<file path="src/cnm_ram.sv">
// ----------------------------------------------------------------------------
// cnm_ram
// Generic single-write, single-read RAM with a registered read port.
// ----------------------------------------------------------------------------
module cnm_ram #(
  parameter int unsigned WIDTH = 8,
  parameter int unsigned DEPTH = 16,
  localparam int unsigned AW = (DEPTH > 1) ? $clog2(DEPTH) : 1
) (
  input  logic             clk,
  input  logic             we,
  input  logic [AW-1:0]    waddr,
  input  logic [WIDTH-1:0] wdata,
  input  logic [AW-1:0]    raddr,
  output logic [WIDTH-1:0] rdata
);

  logic [WIDTH-1:0] mem [DEPTH];
  logic [WIDTH-1:0] rdata_r;

  always_ff @(posedge clk) begin
    if (we) begin
      mem[waddr] <= wdata;
    end
    rdata_r <= mem[raddr];
  end

  assign rdata = rdata_r;

endmodule

</file>
<file path="config.mk">
export PLATFORM = sky130hd
export DESIGN_NAME = cnm_ram
export DESIGN_NICKNAME = d
export VERILOG_FILES = /design/src/cnm_ram.sv
export SDC_FILE = /design/constraint.sdc
export NUM_CORES = 1
export LEC_CHECK = 0
export ABC_AREA = 1
export BUFFER_PORTS_ARGS = -buffer_cell sky130_fd_sc_hd__buf_4
export CAP_MARGIN = 30
export CORE_ASPECT_RATIO = 0.6
export CORE_UTILIZATION = 50
export CTS_BUF_LIST = sky130_fd_sc_hd__clkbuf_4 sky130_fd_sc_hd__clkbuf_8 sky130_fd_sc_hd__clkbuf_16
export DETAILED_ROUTE_END_ITERATION = 10
export PLACE_DENSITY = 0.72
export SETUP_SLACK_MARGIN = 0.3
export SYNTH_ARGS = -nofsm -noshare
export SYNTH_HDL_FRONTEND = slang
export SYNTH_SLANG_ARGS = --single-unit
</file>
<file path="constraint.sdc">
create_clock -name clk -period 1.3 [get_ports clk]
set_input_delay 0.065 -clock clk [delete_from_list [all_inputs] [get_ports clk]]
set_output_delay 0.065 -clock clk [all_outputs]
set_load 0.005 [all_outputs]
</file>
# Word-level counts from Yosys, hierarchy flattened
# Memories as Yosys holds them, arrays and structs flattened. A register that Yosys moved wholly into a read port is not among the register bits.
# Cells that the tools add are included.
dict set report word_totals {
  ff_bits 0
  mem_bits_rw 128
  elab_cells 3
  memories 1
}
# name words width rd rd_ports_with_merged_regs wr line
set mem_list {}
lappend mem_list {mem 16 8 1 1 1 18} ;# logic [WIDTH-1:0] mem [DEPTH];
dict set report op_classes {
  n_mux 2
}
# cell n
set op_table {}
lappend op_table {{$mux 1} 2}

# Depth between registers and ports, before layout
# Gate-level depths: netlist of run 1.
dict set report logic_depth {
  depth_word 2
  depth_mapped 8
  mapped_depth_nobuf 7
}

# Worst setup path after synthesis of run 1
# OpenSTA, ideal clock, no wires.
dict set report synth_path {
  path_type {input port to flip-flop}
  from {input port waddr[2]}
  to {memory mem[10][0], enable pin}
  setup_time_ps 370
  t_arrival_ps 646
  slack_ps 284
  path_stages 2
  path_cell_list {nand3b_1 nor2_1}
}
# element line
set synth_rtl {}
lappend synth_rtl {{from (decl)} 12} ;# input logic [AW-1:0] waddr,
lappend synth_rtl {{to (decl)} 18}
# No word-level cell before the write port.

==> flow_metrics.env, run 1 <==
export IMPL_yosys_warnings=0
export IMPL_gr_usage_all_layers_pct=24.1
export IMPL_clkSlewWorstSetupHoldPaths_ns=0.06
export IMPL_drive_gt1_share_pct=15.1
export IMPL_syn_inst=551
export IMPL_synth_area_sq_um=5770
export IMPL_cts_sinks=136
export IMPL_ctsHtreeMaxLevel=4
export IMPL_grt_overflow_total=0
export IMPL_worst_pin_slew_ns=0.288
export IMPL_synth_avg_cell_area_sq_um=10.5
export IMPL_yosysSeqAreaShare_pct=69.4
export IMPL_cp_end_kind="flop"
export IMPL_start_util_pct=53.0
export IMPL_antenna_found_initial=0
export IMPL_wl_per_cell_um=17.7
export IMPL_worstSetupPathType="flop to flop"
export IMPL_post_cts_buffers=0
export IMPL_port_buffers=25
export IMPL_synth_cell_types=12
export IMPL_yosys_top_cells_area="edfxtp_1, nand2_1, nand3_1"
export IMPL_synth_commonest_cells="nand2_1, edfxtp_1, inv_1"
export IMPL_drc=0
export IMPL_cts_made_buffers=17
export IMPL_hold_viol=0
export IMPL_hold_ws_ns=0.0148
export IMPL_final_nets=619
export IMPL_drv_slew=0
export IMPL_worst_setup_path_start_kind="flop"
export IMPL_dp_hpwl_mm=8.32
export IMPL_dr_total_vias=3968
export IMPL_tns_ns=0
export IMPL_fin_crit_sh_pct=77.8
export IMPL_wl_mm=13.3
export IMPL_ant_nets=0
export IMPL_rows=29
export IMPL_cp_required_ns=1.61
export IMPL_synth_net_count=569
export IMPL_pin_count=26
export IMPL_cap_viol_max_count=0
export IMPL_postLayoutCoreUtil_pct=63.2
export IMPL_synth_edf_count=128
export IMPL_r2r_start="mem[2][4]"
export IMPL_grt_pass1_wl_mm=20.5
export IMPL_path_max_fanout=1
export IMPL_ys_flop_type="edfxtp_1"
export IMPL_holdPathStages=1
export IMPL_max_freq_mhz=988
export IMPL_min_path_type="input pin to flop"
export IMPL_vias_per_cell=5.27
export IMPL_max_slew_margin_rel_pct=80.8
export IMPL_syn_to_final_growth_pct=19.3
export IMPL_critPathArrivalTime_ns=1.33
export IMPL_r2r_end="rdata[4]"
export IMPL_die_w_um=141
export IMPL_rsz0062_at_grt="yes"
export IMPL_place_gp_congestion=0.835
export IMPL_min_delay_start="wdata[4]"
export IMPL_p_leak_nw=3.00
export IMPL_min_period_ns=1.01
export IMPL_min_to="mem[2][4]"
export IMPL_core_area_sq_um=10900
export IMPL_rr_worst_depth=6
export IMPL_vdd_drop_max_uv=910
export IMPL_n_antenna_cell=0
export IMPL_status="completed"
export IMPL_cts_buffer_depth=2
export IMPL_fp_dieH_um=85.2
export IMPL_power_density_nw_per_um2=1510
export IMPL_synth_most_common_cell="nand2_1"
export IMPL_synth_top_area_share_pct=66.7
export IMPL_yosysTopAreaCell="edfxtp_1"
export IMPL_cts_tree="built"
export IMPL_first_global_vias=3779
export IMPL_die_area_sq_um=12000
export IMPL_rrSetupSlack_ns=0.29
export IMPL_clock_latency_ns=0.42
export IMPL_yosys_register_bits=136
export IMPL_skew_ns=0.00505
export IMPL_synth_async_reset_ratio_pct=0
export IMPL_setup_viol=0
export IMPL_grt_start_max_net_pins=65
export IMPL_first_pass_iters=5
export IMPL_drtIter0Drc=509
export IMPL_cts_root_buf="clkbuf_16"
## layer usage
| metal | share of wire [%] | GRT usage, % | routed length, um |
|---|---|---|---|
| met1 | 45 | 34.4 | 5990 |
| met2 | 42 | 32.8 | 5560 |
| met3 | 12 | 9.14 | 1550 |
| met4 | 1.4 | 10.8 | 189 |
| met5 | 0 | 0 | 0 |
## worst max-delay path by stage
stage	slack, ns	startpoint	end
global placement	0.24	raddr[0]	rdata[2]
floorplan	0.28	waddr[2]	mem[10][0]
detailed placement	0.22	raddr[0]	rdata[3]
finish	0.29	mem[2][4]	rdata[4]
CTS	0.30	raddr[3]	rdata[0]
global route	0.25	mem[2][4]	rdata[4]
## critical path, cell delays in order, from the launching register on
cell and delay, ns:
edfxtp_1 0.49, nand2_1 0.12, nand2_2 0.05, nand2_2 0.06, nand3_2 0.07, nand3_2 0.07, nand2_1 0.06
## cell type report
| cell class | instances | area (sq um) |
|---|---|---|
| fill | 836 | 4010 |
| sequential | 136 | 4000 |
| multi-input combinational | 289 | 1260 |
| timing repair buffer | 55 | 469 |
| clock buffer | 17 | 425 |
| inverter | 102 | 387 |
| tap | 139 | 174 |
| clock inverter | 15 | 160 |
## flip-flops by register name (all words and copies together), names as in the netlist
name / count
rdata: 8
mem: 128
## metrics by stage
step,std cells,total power [mW],setup WS (ns),cell area (sq um)
final,753,10.4,0.288,6880
after global routing,753,10.6,0.248,6880
after CTS,753,10.3,0.304,6830
after detailed placement,715,5.65,0.224,6180
after global placement,715,5.63,0.240,6180
after floorplan,551,5.37,0.284,5770
## what timing repair did
action / 4_1_cts / 5_1_grt
pin swaps: 0 / 8
hold buffers: 6 / 0
endpoints found under the hold margin: 70 / 0
gates resized for setup: 1 / 11
setup endpoints to repair: 1 / 7
## logic make-up after synthesis
group                  share of synthesized area (%)
AND/OR/NAND/NOR                                 21.0
flip-flops                                      69.4
buffers and inverters                           9.52
## report_power, final
group	internal, mW	leakage [nW]	total [mW]	switching [mW]
clock network	2.98	0.285	4.76	1.78
logic	0.237	1.49	0.661	0.424
registers	4.90	1.22	4.93	0.0321
total	8.12	3.00	10.4	2.24
## layout by cell type (no fill, tap or decap), types with 2 or more instances in the layout
master,n
dfxtp_1,8
dlygate4sd3_1,6
inv_1,99
buf_4,45
nor2_1,17
buf_12,3
clkinvlp_4,4
nand3b_1,2
clkinv_2,7
clkbuf_16,17
nand3_1,89
inv_2,2
nand2_2,2
nand3_2,8
nand2_1,171
edfxtp_1,128
bufinv_16,3
Note: power is estimated with default switching activity, not from simulation.
==> run 2: changes to the inputs <==
Settings changed: ABC_AREA 1 to 0.
Clock period 1.3 ns to 0.95 ns, I/O delays scaled along.
==> flow_metrics.env, run 2 <==
export IMPL_status="complete, but fails checks"
export IMPL_power_density_nw_per_um2=2080
export IMPL_final_nets=324
export IMPL_die_w_um=133
export IMPL_fp_dieH_um=80.6
export IMPL_startpoint="mem[11][4]"
export IMPL_wl_mm=10.9
export IMPL_pin_count=26
export IMPL_cts_made_buffers=17
export IMPL_dr_wl_met3_um=945
export IMPL_synth_avg_cell_area_sq_um=22.5
export IMPL_first_global_vias=2735
export IMPL_core_area_sq_um=9910
export IMPL_drtIter0Drc=203
export IMPL_place_inst=411
export IMPL_dr_total_vias=2555
export IMPL_min_path_type="input pin to flop"
export IMPL_final_common_cell="edfxtp_1"
export IMPL_skew_ns=0.00655
export IMPL_ff_latch_area_sq_um=4010
export IMPL_first_pass_iters=4
export IMPL_antenna_found_initial=0
export IMPL_stdcell_count=454
export IMPL_wl_met2_mm=4.97
export IMPL_synth_commonest_cells="edfxtp_1, mux4_2, a22oi_1"
export IMPL_worst_setup_path_start_kind="flop"
export IMPL_yosys_top_cells_area="edfxtp_1, mux4_2, mux4_1"
export IMPL_pre_cts_slack_ns=-0.372
export IMPL_start_util_pct=51.9
export IMPL_cts_root_buf="clkbuf_16"
export IMPL_grt_overflow_total=0
export IMPL_rr_worst_depth=3
export IMPL_wl_met1_mm=4.86
export IMPL_vias_per_cell=5.63
export IMPL_clock_latency_ns=0.42
export IMPL_drv_slew=0
export IMPL_yosys_warnings=0
export IMPL_ant_nets=0
export IMPL_regMostFlops="mem"
export IMPL_ctsHtreeMaxLevel=4
export IMPL_grt_pass1_wl_mm=16.7
export IMPL_largest_register_ffs=128
export IMPL_drive_gt1_share_pct=49.5
export IMPL_yosys_register_bits=136
export IMPL_final_cell_mix="edfxtp_1, mux4_2, buf_12"
export IMPL_synth_top_area_share_pct=74.7
export IMPL_dp_hpwl_mm=6.83
export IMPL_setup_viol=8
export IMPL_min_period_ns=1.34
export IMPL_yosysTopAreaCell="edfxtp_1"
export IMPL_multi_input_area_sq_um=1210
export IMPL_syn_inst=229
export IMPL_port_buffers=25
export IMPL_min_delay_start="waddr[1]"
export IMPL_cts_tree="built"
export IMPL_cts_sinks=136
export IMPL_fin_crit_sh_pct=141
export IMPL_cts_buffer_depth=2
export IMPL_n_antenna_cell=0
export IMPL_ys_flop_type="edfxtp_1"
export IMPL_fillers=602
export IMPL_syn_to_final_growth_pct=33.7
export IMPL_violations="negative setup slack"
export IMPL_worstSetupPathType="flop to flop"
export IMPL_r2r_start="mem[11][4]"
export IMPL_critPathArrivalTime_ns=1.63
export IMPL_wl_per_cell_um=24.0
export IMPL_cp_required_ns=1.25
export IMPL_synth_async_reset_ratio_pct=0
export IMPL_hold_viol=0
export IMPL_synth_most_common_cell="edfxtp_1"
export IMPL_setup_slack_ns=-0.386
export IMPL_synth_cell_types=19
export IMPL_synth_area_sq_um=5150
export IMPL_yosysSeqAreaShare_pct=77.8
export IMPL_power_mw=14.3
export IMPL_max_slew_margin_rel_pct=35.0
export IMPL_synth_net_count=247
export IMPL_vdd_drop_max_uv=1480
export IMPL_path_max_fanout=1
export IMPL_p_leak_nw=2.30
export IMPL_tns_ns=-2.46
export IMPL_cap_viol_max_count=0
export IMPL_worst_pin_slew_ns=0.972
export IMPL_die_area_sq_um=10700
export IMPL_cp_end_kind="flop"
export IMPL_grt_start_max_net_pins=17
export IMPL_drc=0
export IMPL_rsz0062_at_grt="yes"
export IMPL_max_freq_mhz=749
export IMPL_rows=28
export IMPL_holdPathStages=3
export IMPL_clkSlewWorstSetupHoldPaths_ns=0.06
export IMPL_gr_usage_all_layers_pct=23.1
export IMPL_place_gp_congestion=0.759
export IMPL_postLayoutCoreUtil_pct=69.4
export IMPL_dr_max_layer_used="met4"
export IMPL_synth_edf_count=128
## run 2: changes by cell type after synthesis, moves of 4 or more
cell     change
nor3_1       +4
nor2_1       -4
a22oi_1     +16
nand2_1    -164
buf_2       -10
mux4_1      +14
mux4_2      +18
inv_1      -100
nand3_1     -96
## run 2: cells by family (layout without fill, tap and decap cells)
kind of cell | count (synthesis) | in the layout | synth area share [%]
DFF | 136 | 136 | 77.8
buffers and inverters | 10 | 100 | 1.68
and+or+nand+nor | 35 | 35 | 3.18
muxes | 32 | 32 | 15.0
AOI/OAI and AO/OA | 16 | 16 | 2.33
## run 2: area by class of cell
type	instances	share of cell area, %
flip-flops and latches	136	58.3
multi-input cells	83	17.6
repair buffers	68	12.8
clock buffers	18	6.29
clock inverters	14	2.54
well taps	135	2.45
## run 2: path summary, 6_finish.rpt
path | to | slack [ns]
worst min register to register | rdata[7] | 0.68
worst min-delay path | mem[12][6] | 0.19
worst max-delay path | rdata[4] | -0.39
worst max register to register | rdata[4] | -0.39
## run 2: routing by layer
metal / track usage [%] / vias to the layer above
met4: 8.74 / 0
met3: 7.64 / 12
met5: 0 / -
met1: 33.0 / 1326
met2: 33.0 / 101
li1: - / 1116
## run 2: critical path, stage by stage (launching register included)
cell	delay [ns]
edfxtp_1	0.41
mux4_2	0.52
a22oi_2	0.21
nand2_1	0.07
## run 2: where the power goes
part | total (mW) | leakage (nW) | switching (mW) | internal, mW
Sequential | 6.78 | 1.22 | 0.0579 | 6.72
Clock | 6.63 | 0.294 | 2.46 | 4.17
Combinational | 0.939 | 0.779 | 0.447 | 0.492
Total | 14.3 | 2.30 | 2.96 | 11.4
## run 2: timing repair
| action | in CTS | in global routing |
|---|---|---|
| gates resized for setup | 28 | 9 |
| setup endpoints to repair | 96 | 91 |
| buffers inserted | 1 | 2 |
| pin swaps | 5 | 9 |
| endpoints found under the hold margin | 128 | 0 |
| hold buffers | 8 | 0 |
## run 2: stage by stage
step	hold slack (ns)	instance area (sq um)
2_1_floorplan	0.146	5270
3_3_place_gp	0.347	6020
3_5_place_dp	0.358	6020
4_1_cts	0.171	6830
5_1_grt	0.186	6880
6_report	0.190	6880
==> run 3: changes to the inputs <==
Settings changed: ABC_AREA 0 to default, CTS_BUF_LIST sky130_fd_sc_hd__clkbuf_4 sky130_fd_sc_hd__clkbuf_8 sky130_fd_sc_hd__clkbuf_16 to sky130_fd_sc_hd__clkbuf_8.
==> flow_metrics.env, run 3 (synthesis gave the netlist of run 2 again) <==
export IMPL_dr_total_vias=2514
export IMPL_path_cells="mux4_2, a22oi_2, nand2_1"
export IMPL_path_max_fanout=1
export IMPL_violations="negative setup slack"
export IMPL_drive_gt1_share_pct=49.8
export IMPL_pin_count=26
export IMPL_start_util_pct=51.9
export IMPL_p_leak_nw=2.19
export IMPL_clkSlewWorstSetupHoldPaths_ns=0.08
export IMPL_cts_buffer_depth=2
export IMPL_ctsHtreeMaxLevel=4
export IMPL_grt_pass1_wl_mm=15.8
export IMPL_first_global_vias=2675
export IMPL_wl_mm=10.1
export IMPL_grt_overflow_total=0
export IMPL_vdd_drop_max_uv=955
export IMPL_stdcell_count=452
export IMPL_skew_ns=0.00883
export IMPL_ant_nets=0
export IMPL_cp_end_kind="flop"
export IMPL_drtIter0Drc=237
export IMPL_rsz0062_at_grt="yes"
export IMPL_cap_viol_max_count=0
export IMPL_wl_per_cell_um=22.4
export IMPL_n_antenna_cell=0
export IMPL_setup_viol=9
export IMPL_hold_viol=0
export IMPL_drv_slew=0
export IMPL_design_area_sq_um=6670
export IMPL_largest_register_ffs=128
export IMPL_wl_met1_mm=4.56
export IMPL_worst_setup_path_start_kind="flop"
export IMPL_wl_met2_mm=4.59
export IMPL_placed_area_sq_um=6020
export IMPL_place_gp_congestion=0.759
export IMPL_fp_dieH_um=80.6
export IMPL_cts_made_buffers=17
export IMPL_fin_crit_sh_pct=130
export IMPL_die_w_um=133
export IMPL_slowest_delay_ns=0.49
export IMPL_dr_wl_met3_um=837
export IMPL_grt_start_max_net_pins=17
export IMPL_syn_to_final_growth_pct=29.6
export IMPL_port_buffers=25
export IMPL_ff_latch_area_sq_um=4010
export IMPL_clock_latency_ns=0.43
export IMPL_final_cell_mix="edfxtp_1, mux4_2, buf_4, buf_12, clkbuf_8"
export IMPL_final_nets=322
export IMPL_min_path_type="input pin to flop"
export IMPL_rows=28
export IMPL_antenna_found_initial=0
export IMPL_dp_hpwl_mm=6.83
export IMPL_vias_per_cell=5.56
export IMPL_multi_input_area_sq_um=1230
export IMPL_dr_max_layer_used="met4"
export IMPL_cts_tree="built"
export IMPL_max_freq_mhz=808
export IMPL_core_area_sq_um=9910
export IMPL_place_inst=411
export IMPL_cts_sinks=136
export IMPL_worst_pin_slew_ns=0.985
export IMPL_power_density_nw_per_um2=1870
export IMPL_setup_slack_ns=-0.287
export IMPL_fillers=626
export IMPL_drc=0
export IMPL_worstSetupPathType="flop to flop"
export IMPL_pre_cts_slack_ns=-0.372
export IMPL_min_period_ns=1.24
export IMPL_die_area_sq_um=10700
export IMPL_cts_root_buf="clkbuf_8"
export IMPL_cp_required_ns=1.27
export IMPL_rrSetupSlack_ns=-0.29
export IMPL_postLayoutCoreUtil_pct=67.3
export IMPL_first_pass_iters=4
export IMPL_cpMaxStageDelayCell="mux4_2"
export IMPL_regMostFlops="mem"
export IMPL_critPathArrivalTime_ns=1.56
export IMPL_max_slew_margin_rel_pct=34.2
export IMPL_final_common_cell="edfxtp_1"
export IMPL_gr_usage_all_layers_pct=21.6
export IMPL_status="complete, but fails checks"
==> run 3: cell types whose count changed in the layout (fill, tap and decap cells not counted) <==
cell	previous run	this run
clkbuf_8	0	17
a22oi_1	8	5
buf_12	23	22
buf_6	13	12
clkbuf_4	1	0
a22oi_2	8	11
clkbuf_16	17	0
inv_1	0	1
==> run 3: final timing paths <==
kind,start,endpoint,cells after the start
worst min-delay path,waddr[3],mem[12][6],4
worst min register to register,mem[7][7],rdata[7],3
worst max register to register,mem[3][5],rdata[5],3
worst max-delay path,mem[3][5],rdata[5],3
==> run 3: repair_timing <==
action	in CTS	in global routing
endpoints found under the hold margin	128	0
buffers inserted	0	1
hold buffers	8	0
pin swaps	6	10
endpoints found under the setup margin	80	71
resized for setup	27	12
==> run 3: report_power, final <==
group,internal (mW),switching (mW),leakage [nW]
sequential,6.71,0.0569,1.22
combinational,0.486,0.437,0.763
clock,2.60,2.19,0.207
==> run 3: layer usage <==
layer | GRT usage, % | vias to the layer above
met1 | 32.0 | 1293
met3 | 4.55 | 17
met4 | 9.66 | 0
met5 | 0 | -
met2 | 31.0 | 96
li1 | - | 1108
==> run 3: worst max-delay path: cells and delay by family (launching register included) <==
family          cells  cell delay, ns
compound gates      1            0.19
flops               1            0.37
mux                 1            0.49
simple gates        1            0.07
==> run 3: cell type report <==
type	instances	share of cell area (%)
flip-flops and latches	136	60.1
multi-input cells	83	18.4
repair buffers	66	12.8
clock buffers	17	3.51
clock inverters	15	2.68
well taps	135	2.53
==> run 3: metrics by stage <==
| stage | power, mW | setup TNS, ns | hold slack [ns] |
|---|---|---|---|
| 4_1_cts | 12.5 | -2.37 | 0.128 |
| 2_1_floorplan | 7.27 | -9.38 | 0.146 |
| 5_1_grt | 12.9 | -2.65 | 0.168 |
| 6_report | 12.5 | -2.25 | 0.172 |
| 3_3_place_gp | 7.69 | -26.19 | 0.347 |
| 3_5_place_dp | 7.71 | -26.64 | 0.358 |
